--- config.mk ---
export PLATFORM = sky130hd
export DESIGN_NAME = lsp_cell
export DESIGN_NICKNAME = d
export VERILOG_FILES = /design/src/sv/lsp_pkg.sv /design/src/sv/lsp_cell.sv
export SDC_FILE = /design/constraint.sdc
export NUM_CORES = 1
export LEC_CHECK = 0
export BUFFER_PORTS_ARGS = -buffer_cell sky130_fd_sc_hd__buf_2
export CORE_ASPECT_RATIO = 1.25
export CORE_UTILIZATION = 35
export CTS_CLUSTER_DIAMETER = 120
export DETAILED_ROUTE_END_ITERATION = 8
export PLACE_DENSITY = 0.62
export SYNTH_ARGS = -nofsm -noshare
export SYNTH_HDL_FRONTEND = slang
export SYNTH_SLANG_ARGS = --single-unit
--- constraint.sdc ---
create_clock -name clock -period 2.2 [get_ports clock]
set_input_delay 0.22 -clock clock [delete_from_list [all_inputs] [get_ports clock]]
set_output_delay 0.22 -clock clock [all_outputs]
set_load 0.02 [all_outputs]
--- src/sv/lsp_pkg.sv ---
// ----------------------------------------------------------------------------
// LIFO stack package
// Shared types and constants for the stack cells, the controller and the top.
// ----------------------------------------------------------------------------
package lsp_pkg;

   localparam int DEPTH_DEF      = 256;
   localparam int DATA_WIDTH_DEF = 32;

   localparam int OP_W     = 2;
   localparam int WORD_W   = 32;
   localparam int PEEK_W   = 8;
   localparam int COUNT_W  = 9;
   localparam int STATUS_W = 2;
   localparam int CAP_W    = 9;

   localparam logic [CAP_W-1:0] CAP_RESET = 9'd256;

   typedef enum logic [OP_W-1:0] {
      OP_PUSH  = 2'd0,
      OP_POP   = 2'd1,
      OP_PEEK  = 2'd2,
      OP_CLEAR = 2'd3
   } op_type;

   typedef enum logic [STATUS_W-1:0] {
      STAT_OK    = 2'd0,
      STAT_FULL  = 2'd1,
      STAT_EMPTY = 2'd2,
      STAT_RANGE = 2'd3
   } status_type;

   typedef enum logic {
      S_IDLE = 1'b0,
      S_PEEK = 1'b1
   } state_type;

   // Per-cycle commands broadcast to every cell of the chain.
   typedef struct packed {
      logic push;   // shift stored words one cell deeper
      logic pop;    // shift stored words one cell toward the top
      logic load;   // copy stored words into the read taps
      logic shift;  // move the read taps one cell toward the top
   } cell_ctl_type;

endpackage

--- src/sv/lsp_cell.sv ---
// ----------------------------------------------------------------------------
// LIFO stack cell
// One stack entry plus one read tap; both move to a neighbor on command.
// ----------------------------------------------------------------------------
module lsp_cell #(
   parameter int DATA_WIDTH = lsp_pkg::DATA_WIDTH_DEF
) (
   input  logic                    clock,
   input  lsp_pkg::cell_ctl_type   ctl,
   input  logic [DATA_WIDTH-1:0]   above_data,
   input  logic [DATA_WIDTH-1:0]   below_data,
   input  logic [DATA_WIDTH-1:0]   below_tap,
   output logic [DATA_WIDTH-1:0]   cell_data,
   output logic [DATA_WIDTH-1:0]   tap_data
);

   logic [DATA_WIDTH-1:0] word_ff, word_in;
   logic [DATA_WIDTH-1:0] tap_ff, tap_in;

   always_comb begin
      word_in = word_ff;
      if (ctl.push) begin
         word_in = above_data;
      end else if (ctl.pop) begin
         word_in = below_data;
      end
      tap_in = tap_ff;
      if (ctl.load) begin
         tap_in = word_ff;
      end else if (ctl.shift) begin
         tap_in = below_tap;
      end
   end

   always_ff @(posedge clock) begin
      word_ff <= word_in;
      tap_ff  <= tap_in;
   end

   assign cell_data = word_ff;
   assign tap_data  = tap_ff;

endmodule

==> reports/qor.csv <==
stage;metric;value;unit
logic_synthesis;synth_edf_count;64;
layout;nFillCells;728;
logic_synthesis;synth_largest_area_cell;sky130_fd_sc_hd__edfxtp_1;
global_routing;grt_max_degree;28;
drt;drt_iter0_drc;66;
power;power_frac_comb;21.1;%
drt;drc;0;
power;p_clk_share;27.6;%
layout;antenna_cells;0;
sta;timing.clock.skew;6.08;ps
clock_tree;clock_latency_on_the_worst_skew_pair;330;ps
drt;postRouteWirelength;6730;um
placement;gp_routability_congestion;0.789;
floorplanning;fp-row-count;37;
worst_setup_path;setup.worst_path.end_class;primary output;
power;pwr-share-seq;51.3;%
worst_setup_path;setup.worst_path.start_class;flop;
logic_synthesis;synth_top_area_share;63.7;%
drt;wl_per_cell;16.3;um
power;max-vdd-ir-drop;0.000306;V
drt;antenna_violating_nets_remaining;0;
drt;num_vias;1858;
logic_synthesis;synth.yosys.seq_area_share;63.7;%
sta;finalCriticalPeriod;1170;ps
sta;hold_violations;0;
clock_tree;post_cts.repair.setup_buffers;0;
power;p_switching;0.000833;W
placement;port_buffers;164;
layout;area_delta_synth_final;34.0;%
layout;multiInputGateArea;951;sq um
outcome;status;finished clean;
logic_synthesis;netlist_top_cells_area;sky130_fd_sc_hd__edfxtp_1 (64%), sky130_fd_sc_hd__mux2_4 (29%), sky130_fd_sc_hd__buf_12 (4.0%), sky130_fd_sc_hd__mux2_2 (2.2%), sky130_fd_sc_hd__buf_6 (0.75%);
drt;via_per_inst;4.50;
clock_tree;clock-sinks;64;
worst_setup_path;critical-path-top-delay-family;flip-flops;
worst_setup_path;path_cells;buf_2;
logic_synthesis;synth.top_cells.by_count;sky130_fd_sc_hd__edfxtp_1 (64), sky130_fd_sc_hd__mux2_4 (58), sky130_fd_sc_hd__buf_12 (6), sky130_fd_sc_hd__mux2_2 (6);
worst_setup_path;crit_fanout;2;
sta;slew_violations;0;
worst_setup_path;critical_path_class;reg2out;
sta;timing.hold.ws;179;ps
run;maxCapViolations;0;
floorplanning;die_outline_area;8990;sq um
logic_synthesis;most_instantiated_flip_flop_cell_in_the_synthesis_netlist;sky130_fd_sc_hd__edfxtp_1;
worst_setup_path;cpMaxStageDelayCell;sky130_fd_sc_hd__edfxtp_1;
clock_tree;cts_max_path_buffers;2;
floorplanning;core_region_area;8290;sq um
worst_setup_path;arrival;950;ps
logic_synthesis;synthDistinctLibCells;6;
clock_tree;cts_tree;done;
placement;placed_cell_count;398;
worst_setup_path;crit_buf_inv;1;
power;p_sw_share;27.4;%
clock_tree;post_cts.resized_instances;0;
clock_tree;cts_buffers;9;
power;pd_cells;754;nW/um^2
worst_setup_path;critical-path-max-stage-delay;430;ps
logic_synthesis;yosysWarningCount;0;
clock_tree;clk_pin_slew_worst_paths;70;ps
logic_synthesis;postSynth.asyncResetShare;0;%
layout;finalNetCount;413;
clock_tree;hold_buffers;0;
global_routing;globalRouteOverflowTotal;0;
power;internal_power;0.00221;W
layout;drive_above_1_share;79.1;%
worst_setup_path;crit_required;1980;ps
power;power.leakage;1.92;nW
logic_synthesis;post_synth_net_total;239;
global_routing;number_of_antenna_violations_at_the_first_check_in_global_routing;0;
global_routing;grt_pass1_wl;9720;um
sta;final-setup-viol-count;0;
worst_hold_path;timing.hold.worst.class;in2reg;
global_routing;gr_util_all_layers;14.9;%
logic_synthesis;synth-seq-cells;64;
sta;fin_setup_tns;0;ps
global_routing;first_global_vias;1908;
sta;highest_clock_rate;0.857;GHz
logic_synthesis;yosysMostFrequentCell;sky130_fd_sc_hd__edfxtp_1;
sta;period_utilization;53.1;%
floorplanning;die_y;106;um
drt;firstDrtPassIters;4;
layout;layout.area.seq;1920;sq um
floorplanning;initial_utilization;36.4;%
layout;post_layout_nonfiller_instances;413;
floorplanning;ios;165;
logic_synthesis;synthesis.area_per_instance;21.9;sq um
sta;worst-slew-pin-transition;330;ps
clock_tree;clock_tree.htree_level_count;3;
sta;worst_slew_margin_rel;78.0;%
clock_tree;ctsRootBufferMaster;sky130_fd_sc_hd__clkbuf_8;
placement;place_hpwl;5210;um
sta;grt_setup_unrepaired;false;
floorplanning;die_width;85.0;um
logic_synthesis;syn-cell-area;3020;sq um
logic_synthesis;netlist_instances;138;
## cell usage in the layout, fill, tap and decap left out, drive strengths merged
cell type and count:
or2 2, mux2 64, buf 171, clkinvlp 3, clkinv 3, clkbuf 9, edfxtp 64
## metrics by stage
step	utilization (%)	total power, W	worst slack [ps]	cell area, sq um
5_1_grt	48.8	0.00318	999	4040
6_report	48.8	0.00305	1030	4040
2_1_floorplan	-	0.00200	567	3020
3_3_place_gp	46.8	0.00223	770	3880
4_1_cts	48.8	0.00309	1020	4040
3_5_place_dp	46.8	0.00224	732	3880
## power groups by stage
stage               sequential (W)  combinational (W)  clock (W)
finish                     0.00156           0.000643   0.000841
global route               0.00158           0.000676   0.000930
CTS                        0.00157           0.000650   0.000871
detailed placement         0.00159           0.000647          0
global placement           0.00159           0.000640          0
floorplan                  0.00176           0.000238          0
## path summary, 6_finish.rpt
path	startpoint	end	slack, ps	cells past startpoint
max	cell_data[22]$_DFFE_PP_	cell_data[22]	1030	1
min reg2reg	cell_data[15]$_DFFE_PP_	tap_data[15]$_DFFE_PP_	580	1
min	below_tap[25]	tap_data[25]$_DFFE_PP_	180	2
max reg2reg	cell_data[22]$_DFFE_PP_	tap_data[22]$_DFFE_PP_	1250	1
## registers in the layout (all words and copies together) (netlist names)
register,count
cell_data,32
tap_data,32
## cells by family after synthesis
group	after synthesis	share of synthesized area (%)
flip-flops	64	63.7
buffers and inverters	8	4.73
multiplexers	64	31.1
AND/OR/NAND/NOR	2	0.415
## metal layers
metal | vias up | wire length, um | GRT usage, %
met5 | - | 0 | 0
met4 | 0 | 175 | 8.11
met3 | 11 | 434 | 4.93
met2 | 86 | 3480 | 25.3
met1 | 876 | 2640 | 16.2
li1 | 885 | - | -
## area by class of cell
cell class / instances / area share, %
multi-input cells: 66 / 23.5
repair buffers: 171 / 21.9
well taps: 97 / 3.00
clock buffers: 9 / 3.07
flip-flops and latches: 64 / 47.6
clock inverters: 6 / 0.929
Note: power is estimated with default switching activity, not from simulation.
