===== config.mk =====
export PLATFORM = sky130hd
export DESIGN_NAME = lsp_ctrl
export DESIGN_NICKNAME = d
export VERILOG_FILES = /design/src/sv/lsp_pkg.sv /design/src/sv/lsp_ctrl.sv
export SDC_FILE = /design/constraint.sdc
export NUM_CORES = 1
export LEC_CHECK = 0
export ABC_AREA = 0
export BUFFER_PORTS_ARGS = -buffer_cell sky130_fd_sc_hd__clkbuf_2
export CORE_MARGIN = 1.5
export CORE_UTILIZATION = 40
export CTS_CLUSTER_SIZE = 25
export DETAILED_ROUTE_END_ITERATION = 12
export GPL_TIMING_DRIVEN = 0
export PLACE_DENSITY_LB_ADDON = 0.2
export SLEW_MARGIN = 15
export SYNTH_ARGS = -nofsm -noshare
export SYNTH_HDL_FRONTEND = slang
export SYNTH_SLANG_ARGS = --single-unit

===== constraint.sdc =====
create_clock -name clock -period 6.4 [get_ports clock]
set_clock_uncertainty 0.15 [all_clocks]
set_input_delay 1.28 -clock clock [delete_from_list [all_inputs] [get_ports clock]]
set_output_delay 1.28 -clock clock [all_outputs]
set_load 0.05 [all_outputs]

===== src/sv/lsp_pkg.sv =====
// ----------------------------------------------------------------------------
// LIFO stack package
// Shared types and constants for the stack cells, the controller and the top.
// ----------------------------------------------------------------------------
package lsp_pkg;

   localparam int DEPTH_DEF      = 256;
   localparam int DATA_WIDTH_DEF = 32;

   localparam int OP_W     = 2;
   localparam int WORD_W   = 32;
   localparam int PEEK_W   = 8;
   localparam int COUNT_W  = 9;
   localparam int STATUS_W = 2;
   localparam int CAP_W    = 9;

   localparam logic [CAP_W-1:0] CAP_RESET = 9'd256;

   typedef enum logic [OP_W-1:0] {
      OP_PUSH  = 2'd0,
      OP_POP   = 2'd1,
      OP_PEEK  = 2'd2,
      OP_CLEAR = 2'd3
   } op_type;

   typedef enum logic [STATUS_W-1:0] {
      STAT_OK    = 2'd0,
      STAT_FULL  = 2'd1,
      STAT_EMPTY = 2'd2,
      STAT_RANGE = 2'd3
   } status_type;

   typedef enum logic {
      S_IDLE = 1'b0,
      S_PEEK = 1'b1
   } state_type;

   // Per-cycle commands broadcast to every cell of the chain.
   typedef struct packed {
      logic push;   // shift stored words one cell deeper
      logic pop;    // shift stored words one cell toward the top
      logic load;   // copy stored words into the read taps
      logic shift;  // move the read taps one cell toward the top
   } cell_ctl_type;

endpackage


===== src/sv/lsp_ctrl.sv =====
// ----------------------------------------------------------------------------
// LIFO stack controller
// Entry count, operation checks, peek sequencing and the response register.
// ----------------------------------------------------------------------------
module lsp_ctrl #(
   parameter int DEPTH      = lsp_pkg::DEPTH_DEF,
   parameter int DATA_WIDTH = lsp_pkg::DATA_WIDTH_DEF
) (
   input  logic                            clock,
   input  logic                            reset,
   input  logic                            start,
   output logic                            busy,
   input  logic [lsp_pkg::OP_W-1:0]        req_op,
   input  logic [lsp_pkg::PEEK_W-1:0]      req_peek_depth,
   input  logic [lsp_pkg::CAP_W-1:0]       capacity,
   input  logic [DATA_WIDTH-1:0]           top_data,
   input  logic [DATA_WIDTH-1:0]           tap_data,
   output lsp_pkg::cell_ctl_type           cell_ctl,
   output logic                            rsp_valid,
   output logic [lsp_pkg::STATUS_W-1:0]    rsp_status,
   output logic [lsp_pkg::WORD_W-1:0]      rsp_read_value,
   output logic [lsp_pkg::COUNT_W-1:0]     rsp_entry_count
);

   localparam int CNT_W = $clog2(DEPTH + 1);

   lsp_pkg::state_type             state_ff, state_in;
   logic [CNT_W-1:0]               count_ff, count_in;
   logic [lsp_pkg::PEEK_W-1:0]     remain_ff, remain_in;
   logic                           valid_ff, valid_in;
   lsp_pkg::status_type            status_ff, status_in;
   logic [lsp_pkg::WORD_W-1:0]     value_ff, value_in;

   lsp_pkg::op_type                op;
   logic [31:0]                    count_w, cap_w, eff_cap_w, dist_w;

   assign op        = lsp_pkg::op_type'(req_op);
   assign count_w   = 32'(count_ff);
   assign cap_w     = 32'(capacity);
   assign eff_cap_w = (cap_w > 32'(DEPTH)) ? 32'(DEPTH) : cap_w;
   assign dist_w    = 32'(req_peek_depth);

   always_comb begin
      state_in  = state_ff;
      count_in  = count_ff;
      remain_in = remain_ff;
      valid_in  = 1'b0;
      status_in = status_ff;
      value_in  = value_ff;
      cell_ctl  = '0;
      busy      = 1'b0;

      unique case (state_ff)
         lsp_pkg::S_IDLE: begin
            if (start) begin
               status_in = lsp_pkg::STAT_OK;
               value_in  = '0;
               valid_in  = 1'b1;
               unique case (op)
                  lsp_pkg::OP_PUSH: begin
                     if (count_w >= eff_cap_w) begin
                        status_in = lsp_pkg::STAT_FULL;
                     end else begin
                        cell_ctl.push = 1'b1;
                        count_in      = count_ff + CNT_W'(1);
                     end
                  end
                  lsp_pkg::OP_POP: begin
                     if (count_w == 32'd0) begin
                        status_in = lsp_pkg::STAT_EMPTY;
                     end else begin
                        cell_ctl.pop = 1'b1;
                        count_in     = count_ff - CNT_W'(1);
                        value_in     = lsp_pkg::WORD_W'(64'(top_data));
                     end
                  end
                  lsp_pkg::OP_PEEK: begin
                     if (count_w == 32'd0) begin
                        status_in = lsp_pkg::STAT_EMPTY;
                     end else if (dist_w >= count_w) begin
                        status_in = lsp_pkg::STAT_RANGE;
                     end else begin
                        // Result comes from the tap chain once it has moved far enough.
                        valid_in      = 1'b0;
                        cell_ctl.load = 1'b1;
                        remain_in     = req_peek_depth;
                        state_in      = lsp_pkg::S_PEEK;
                     end
                  end
                  lsp_pkg::OP_CLEAR: begin
                     count_in = '0;
                  end
                  default: begin
                     count_in = count_ff;
                  end
               endcase
            end
         end
         lsp_pkg::S_PEEK: begin
            busy = 1'b1;
            if (remain_ff == '0) begin
               valid_in  = 1'b1;
               status_in = lsp_pkg::STAT_OK;
               value_in  = lsp_pkg::WORD_W'(64'(tap_data));
               state_in  = lsp_pkg::S_IDLE;
            end else begin
               cell_ctl.shift = 1'b1;
               remain_in      = remain_ff - lsp_pkg::PEEK_W'(1);
            end
         end
         default: begin
            state_in = lsp_pkg::S_IDLE;
         end
      endcase
   end

   always_ff @(posedge clock) begin
      if (reset) begin
         state_ff <= lsp_pkg::S_IDLE;
         count_ff <= '0;
         valid_ff <= 1'b0;
      end else begin
         state_ff <= state_in;
         count_ff <= count_in;
         valid_ff <= valid_in;
      end
      remain_ff <= remain_in;
      status_ff <= status_in;
      value_ff  <= value_in;
   end

   assign rsp_valid       = valid_ff;
   assign rsp_status      = status_ff;
   assign rsp_read_value  = value_ff;
   assign rsp_entry_count = lsp_pkg::COUNT_W'(32'(count_ff));

endmodule


==> results.md, run 1 <==
- Post-Synth Simple-Gate Area: 0.1262
- Overflow after GRT: 0
- H-tree lvl count: 2
- Average size of a mapped cell: 10.69 µm²
- Final WL: ~7.8 mm
- Post-synthesis compound-gate area fraction: 0.2136
- Endpoints failing hold: 0
- Crit path cell chain: clkbuf_2 -> clkinv_1 -> nand2_1 -> ha_1 -> a211oi_1 -> o21a_1 -> o31a_1 -> o21ai_2 -> inv_2 -> buf_2 -> clkbuf_2
- Num CTS Buffers: 5
- Placed insts: between 500 and 600
- Syn Inst Count: slightly below 300
- # setup viols final: 0
- Post-CTS setup repair buffer count: 0
- Vias per cell: ~5.2
- DR pass1 iterations: 4
- Critical Path Max Stage Delay: ~0.31 ns
- Max Freq: 0.2159 GHz
- Sequential fraction of the synthesis area: 0.4684
- Worst-Skew Late Latency: 0.31 ns
- Vias in the first global route: around 2600
- Share of cells above drive strength 1: 0.3547
- Clk pin slew, worst setup/hold paths: roughly 0.10 ns
- Total track usage: 0.1828
- Pre-CTS WS: approximately 1.8 ns
- Post-CTS Resized: 0
- Worst Tran Pin Value: between 0.7 and 0.8 ns
- Ys flop type: edfxtp_1
- Hpwl dp: roughly 6.3 mm
- Final worst slack: between 1.5 and 2 ns
- Top Ports: about 140
- Dominant cell type by area after synthesis: edfxtp_1
- Leakage dissipation: 1.881 nW
- Cell area after placement: between 3000 and 4000 µm²
- Nets: about 550
- TNS Setup: 0 ns
- Fillers: 764
- Placer Congestion: ~0.77
- Post-synth top area share: 0.3987
- ANT cells: 0
- Post-Synth XOR/XNOR Area: 0.03046
- Final Cycle Share: 0.7237
- Area contributors post-synth: edfxtp_1 40%, ha_1 10%, a22o_1 8.9%
- Die ar.: around 8500 µm²
- Root Driver: clkbuf_8
- P&R area growth vs syn: 28.32%
- Mux cell area share after synthesis: 0.009494
- Most used cell, CP: clkbuf_2
- Critical path peak fanout: 10
- Post-synthesis async set-or-reset flop share: 0
- Post-Layout Inst Area: between 4000 and 5000 µm²
- Slew margin rel.: 0.4650
- Rows: 32
- Flops & latches, synth: 53
- Data arrival, critical path: about 3.2 ns
- Final min period: between 4 and 5 ns
- Post-CTS Hold Buffers: 0
- Slowest-stage cell, CP: clkbuf_2
- CTS tree: done
- CP Buf/Inv Count: 5
- Max VDD drop: ~0.091 mV
- Delay-heaviest family, CP: buffers and inverters
- Status: complete, no violations
- WS Path Type: input pin to output port
- First DRT Iteration DRCs: 82
- Port bufs: around 130
- Core ar.: between 7000 and 8000 µm²
- CP endpoint kind: output port
- Starting Density: 0.4115
- Initial antenna violation count: 0
- Largest net degree at the start of global routing: 35
- CTS Buffer Depth: 2
- Number of synthesized flops with an enable pin: 42
- Die height: about 90 µm
- Most frequent cell after synthesis: edfxtp_1
- First-pass GRT wire length: 12.34 mm
- Clock sink total: 53
- Antenna-violating nets left: 0
- Power density over the cells: approximately 210 nW/µm²
- Synth warn: 0
- Mapped cell area: roughly 3200 µm²
- Startpoint class of the critical path: input pin
- Largest family of logic cells by synthesized area: compound AO/OA/AOI/OAI gates
- Max-cap violations: 0
- Die W: 91.93 µm
- Hold Path Class: register to register
- Vias: ~2800
- Residual DRC: 0
- Worst Path Required: about 5.0 ns
- Post-synth top cells: 42 x edfxtp_1, 32 x a22o_1, 26 x ha_1
- RSZ-0062 raised after global routing: no
- Syn Nets: slightly above 400
- Synth cell types: 46
- Post-route insts no fill: 539
- Synth Area in Adders: 0.1092
- Final Max Tran Viols: 0
- Drt wl/cell: roughly 15 µm
-- worst paths after layout --
kind	from	endpoint	slack, ns	cells past startpoint
max	capacity[8]	cell_ctl[3]	1.77	11
min	rsp_entry_count[6]	rsp_entry_count[6]	0.41	2
max reg2reg	rsp_entry_count[0]	remain_ff[2]	3.47	7
min reg2reg	rsp_entry_count[6]	rsp_entry_count[6]	0.41	2
-- cell type report --
| cell class | count | area [µm²] | share of cell area |
|---|---|---|---|
| buffer | 14 | 63.81 | 0.01572 |
| clock buffer | 5 | 68.82 | 0.01695 |
| clock inverter | 3 | 26.28 | 0.006473 |
| inverter | 19 | 71.32 | 0.01757 |
| multi-input combinational | 210 | 1554 | 0.3829 |
| sequential | 53 | 1481 | 0.3650 |
| tap | 102 | 127.6 | 0.03144 |
| timing repair buffer | 133 | 665.6 | 0.1640 |
-- metal layers --
layer	wire, µm	up-vias	GRT usage
met5	0	-	0
met4	128	0	0.05385
met3	380	10	0.03400
met2	3982	76	0.3284
met1	3352	1292	0.2210
li1	-	1403	-
-- placed cells by master (no fill, tap or decap), types with 8 or more instances in the layout --
cell type	n
nor2_1	19
nand2_1	15
clkbuf_1	8
edfxtp_1	42
nand3_1	11
ha_1	26
a22o_1	32
inv_1	17
a21oi_1	21
clkbuf_2	133
nor3_1	12
o211ai_1	9
dfxtp_1	11
-- worst min-delay path, stage by stage, from the launching register on --
cell and delay (ns):
dfxtp_1 0.38, nand3_1 0.09, a21oi_1 0.05
-- where the power goes --
group          internal (mW)  leakage (nW)  switching [mW]  total (mW)
Clock                 0.0798        0.0423           0.121       0.201
Combinational         0.0823          1.33           0.170       0.252
Sequential             0.401         0.511          0.0136       0.414
-- per-stage QoR --
stage | utilization | power [mW] | hold slack (ns)
floorplan | - | 0.6000 | 0.4435
global placement | 0.5146 | 0.6705 | 0.3884
detailed placement | 0.5156 | 0.6766 | 0.3966
CTS | 0.5280 | 0.8767 | 0.4106
global route | 0.5280 | 0.9086 | 0.4645
finish | 0.5280 | 0.8677 | 0.4149
-- sequential cells by signal (all words and copies together), names as in the netlist --
signal / count
rsp_valid: 1
rsp_status: 2
rsp_entry_count: 9
rsp_read_value: 32
state_ff: 1
remain_ff: 8
-- cells by family (layout without fill, tap and decap cells) --
group	Yosys count	in the layout
fa+ha+maj	27	27
buf+inv	33	174
compound gates	91	91
mux	3	3
simple gates	78	78
flops	53	53
xor+xnor	11	11
(Power assumes the default switching activity.)
==> run 2, diff against run 1 <==
--- a/config.mk
+++ b/config.mk
@@ -5,7 +5,7 @@
 export SDC_FILE = /design/constraint.sdc
 export NUM_CORES = 1
 export LEC_CHECK = 0
-export ABC_AREA = 0
+export ABC_AREA = 1
 export BUFFER_PORTS_ARGS = -buffer_cell sky130_fd_sc_hd__clkbuf_2
 export CORE_MARGIN = 1.5
 export CORE_UTILIZATION = 40
==> constraint.sdc (replaced) <==
create_clock -name clock -period 3.8 [get_ports clock]
set_clock_uncertainty 0.15 [all_clocks]
set_input_delay 0.76 -clock clock [delete_from_list [all_inputs] [get_ports clock]]
set_output_delay 0.76 -clock clock [all_outputs]
set_load 0.05 [all_outputs]
==> run 2 against run 1 <==
Against the previous run: critical path depth grew 3; wire length grew 15%; cell count grew 27%; critical endpoint unchanged; sequential share of layout area shrank 2.1 points.
==> results.md, run 2 <==
- Status: complete, no violations
- Hpwl dp: 7.197 mm (+15%)
- Post-synth top cells: 144 x nand2_1, 52 x nand3_1, 45 x inv_1
- Placer Congestion: 0.9008 (+17%)
- Fillers: 816 (+6.8%)
- Ys flop type: edfxtp_1
- Final Cycle Share: 0.9201
- Mapped cell area: 3410 µm² (+7.8%)
- Endpoint, Worst Hold: rsp_entry_count[8]
- Rows: 33 (+3.1%)
- Antenna-violating nets left: 0 (unchanged)
- Max Freq: approximately 0.29 GHz
- Worst Path Required: 2.89 ns (-2.08 ns)
- Max VDD drop: 0.2055 mV (+130%)
- Hold path depth: 2 (unchanged)
- Hold path startpoint: rsp_entry_count[8]
- Overflow after GRT: 0 (unchanged)
- Core ar.: 8217 µm² (+6.9%)
- Power density over the cells: 383.7 nW/µm² (+79%)
- Drt wl/cell: 13.09 µm (-10%)
- Worst reg-to-reg setup slack: 1.47 ns (-2.00 ns)
- Leakage dissipation: 2.297 nW (+22%)
- PnR Total Power: 1.655 mW (+91%)
- Endpoints failing hold: 0 (unchanged)
- WS Path Type: input pin to output port
- Worst Tran Pin Value: 0.8118 ns (+0.01406 ns)
- First-pass GRT wire length: 13.68 mm (+11%)
- Sequential fraction of the synthesis area: 0.4345 (-0.03386)
- Slew margin rel.: 0.4569 (-0.008092)
- Die height: 95.33 µm (+3.7%)
- Clk pin slew, worst setup/hold paths: 0.10 ns (about the same)
- Vias in the first global route: 3033 (+16%)
- CP endpoint kind: output port
- Final min period: 3.496 ns
- Post-synthesis async set-or-reset flop share: 0 (unchanged)
- Starting Density: 0.4150 (+0.003495)
- Placed insts: 679 (+28%)
- Syn Nets: 553 (+35%)
- First DRT Iteration DRCs: 112 (+37%)
- ANT cells: 0 (unchanged)
- Startpoint class of the critical path: input pin
- Final Max Tran Viols: 0 (unchanged)
- Vias: 3372 (+21%)
- # setup viols final: 0 (unchanged)
- Root Driver: clkbuf_8
- Final WL: 8.994 mm (+15%)
- Area contributors post-synth: edfxtp_1 37%, nand2_1 16%, ha_1 9.5%
- Synth cell types: 31 (-33%)
- P&R area growth vs syn: 26.50%
- Syn Inst Count: 440 (+49%)
- R2R depth: 8 (+1)
- RSZ-0062 raised after global routing: no
- Register Area: 1481 µm² (unchanged)
- DR pass1 iterations: 4 (unchanged)
- FF-to-FF Start: rsp_entry_count[6]
- Clock sink total: 53 (unchanged)
- Data arrival, critical path: 2.59 ns (-0.61 ns)
- Synth warn: 0 (unchanged)
- Worst-Skew Late Latency: 0.31 ns (about the same)
- CTS Buffer Depth: 2 (unchanged)
- Critical path peak fanout: 7 (-3)
- Average size of a mapped cell: 7.749 µm² (-27%)
- Post-synth top area share: 0.3699 (-0.02883)
- Largest net degree at the start of global routing: 36 (+2.9%)
- Commonest non-fill, non-tap cell in the layout: nand2_1
- Num CTS Buffers: 5 (unchanged)
- Post-CTS Hold Buffers: 0 (unchanged)
- Die ar.: 9087 µm² (+7.5%)
- Footprint of the multi-input gates: 1700 µm² (+9.4%)
- Nets: 694 (+26%)
- CTS tree: done
- Most frequent cell after synthesis: nand2_1
- Number of synthesized flops with an enable pin: 42 (unchanged)
- Post-route insts no fill: 687 (+27%)
- H-tree lvl count: 2 (unchanged)
- Highest-count cells in the layout ignoring fill and taps: 143 x nand2_1, 133 x clkbuf_2, 52 x nand3_1
- Vias per cell: 4.908 (-4.9%)
- Share of cells above drive strength 1: 0.2749 (-0.07978)
- Flops & latches, synth: 53 (unchanged)
- Die W: 95.33 µm (+3.7%)
- Max-cap violations: 0 (unchanged)
- Number of flip-flops in the largest register: 32 (unchanged)
- Total track usage: 0.1950 (+0.01228)
- Hold Path Class: register to register
- Residual DRC: 0 (unchanged)
- TNS Setup: 0 ns (unchanged)
- Dominant cell type by area after synthesis: edfxtp_1
- Initial antenna violation count: 0 (unchanged)
- FF-to-FF End: remain_ff[3]
- Port bufs: 134 (+0.75%)
- Top Ports: 135 (unchanged)
## run 2: changes by cell type in the layout (fill, tap and decap cells not counted), moves of 9 or more
| cell | before | now |
|---|---|---|
| a22o_1 | 32 | 0 |
| nand2_1 | 15 | 143 |
| inv_1 | 17 | 44 |
| o211ai_1 | 9 | 0 |
| nor3_1 | 12 | 2 |
| nand3_1 | 11 | 52 |
| nor2_1 | 19 | 43 |
## run 2: worst max-delay path by stage
| stage | slack (ns) | depth (start not counted) | to | from |
|---|---|---|---|---|
| detailed placement | 0.18 | 14 | cell_ctl[3] | capacity[4] |
| floorplan | 0.05 | 12 | cell_ctl[3] | capacity[0] |
| finish | 0.30 | 14 | cell_ctl[3] | capacity[4] |
| global placement | 0.20 | 14 | cell_ctl[3] | capacity[0] |
| global route | 0.03 | 12 | cell_ctl[3] | capacity[0] |
| CTS | 0.16 | 14 | cell_ctl[3] | capacity[4] |
## run 2: cell type report
type / count / share of cell area
multi-input combinational: 328 / 0.3943
sequential: 53 / 0.3435
timing repair buffer: 134 / 0.1561
inverter: 46 / 0.04003
tap: 105 / 0.03046
clock buffer: 5 / 0.01596
buffer: 13 / 0.01480
clock inverter: 3 / 0.004932
## run 2: kinds of logic (layout without fill, tap and decap cells)
| kind of cell | after synthesis | count (layout) | synth area share |
|---|---|---|---|
| compound gates | 36 | 36 | 0.05578 |
| simple gates | 260 | 260 | 0.3262 |
| fa+ha+maj | 27 | 27 | 0.1013 |
| xor+xnor | 5 | 5 | 0.01285 |
| flops | 53 | 53 | 0.4345 |
| buf+inv | 59 | 201 | 0.06936 |
## run 2: metrics by stage
| step | instance area [µm²] | setup WS (ns) | hold slack [ns] | util |
|---|---|---|---|---|
| CTS | 4310 | 0.1611 | 0.4375 | 0.5246 |
| floorplan | 3416 | 0.04922 | 0.4139 | - |
| detailed placement | 4220 | 0.1829 | 0.4229 | 0.5136 |
| global placement | 4218 | 0.2040 | 0.4130 | 0.5133 |
| finish | 4313 | 0.3038 | 0.4289 | 0.5249 |
| global route | 4313 | 0.03359 | 0.4687 | 0.5249 |
## run 2: layer usage
layer / GRT usage / wire, µm / part of all wire / up-vias
li1: - / - / - / 1731
met1: 0.2381 / 3869 / 0.43 / 1505
met2: 0.3517 / 4333 / 0.48 / 122
met3: 0.02951 / 636 / 0.071 / 14
met4: 0.05721 / 155 / 0.017 / 0
met5: 0 / 0 / 0 / -
## run 2: power by group
group | internal, mW | total [mW] | leakage, nW | switching (mW)
logic | 0.178 | 0.599 | 1.74 | 0.421
registers | 0.691 | 0.727 | 0.511 | 0.0356
clock network | 0.131 | 0.329 | 0.0445 | 0.198
## run 2: repair_timing
item,CTS,global route
resized for setup,0,4
setup endpoints to repair,0,1
buffers inserted,0,0
## run 2: critical path, cell delays in order
cell and delay, ns:
clkbuf_2 0.09, nor4_1 0.28, a21oi_1 0.14, inv_2 0.13
nand2_1 0.08, ha_1 0.29, nand2_1 0.08, inv_1 0.04
nand2_1 0.05, nand2_1 0.05, nand2_1 0.06, nand4_1 0.14
nor4_2 0.17, buf_4 0.24
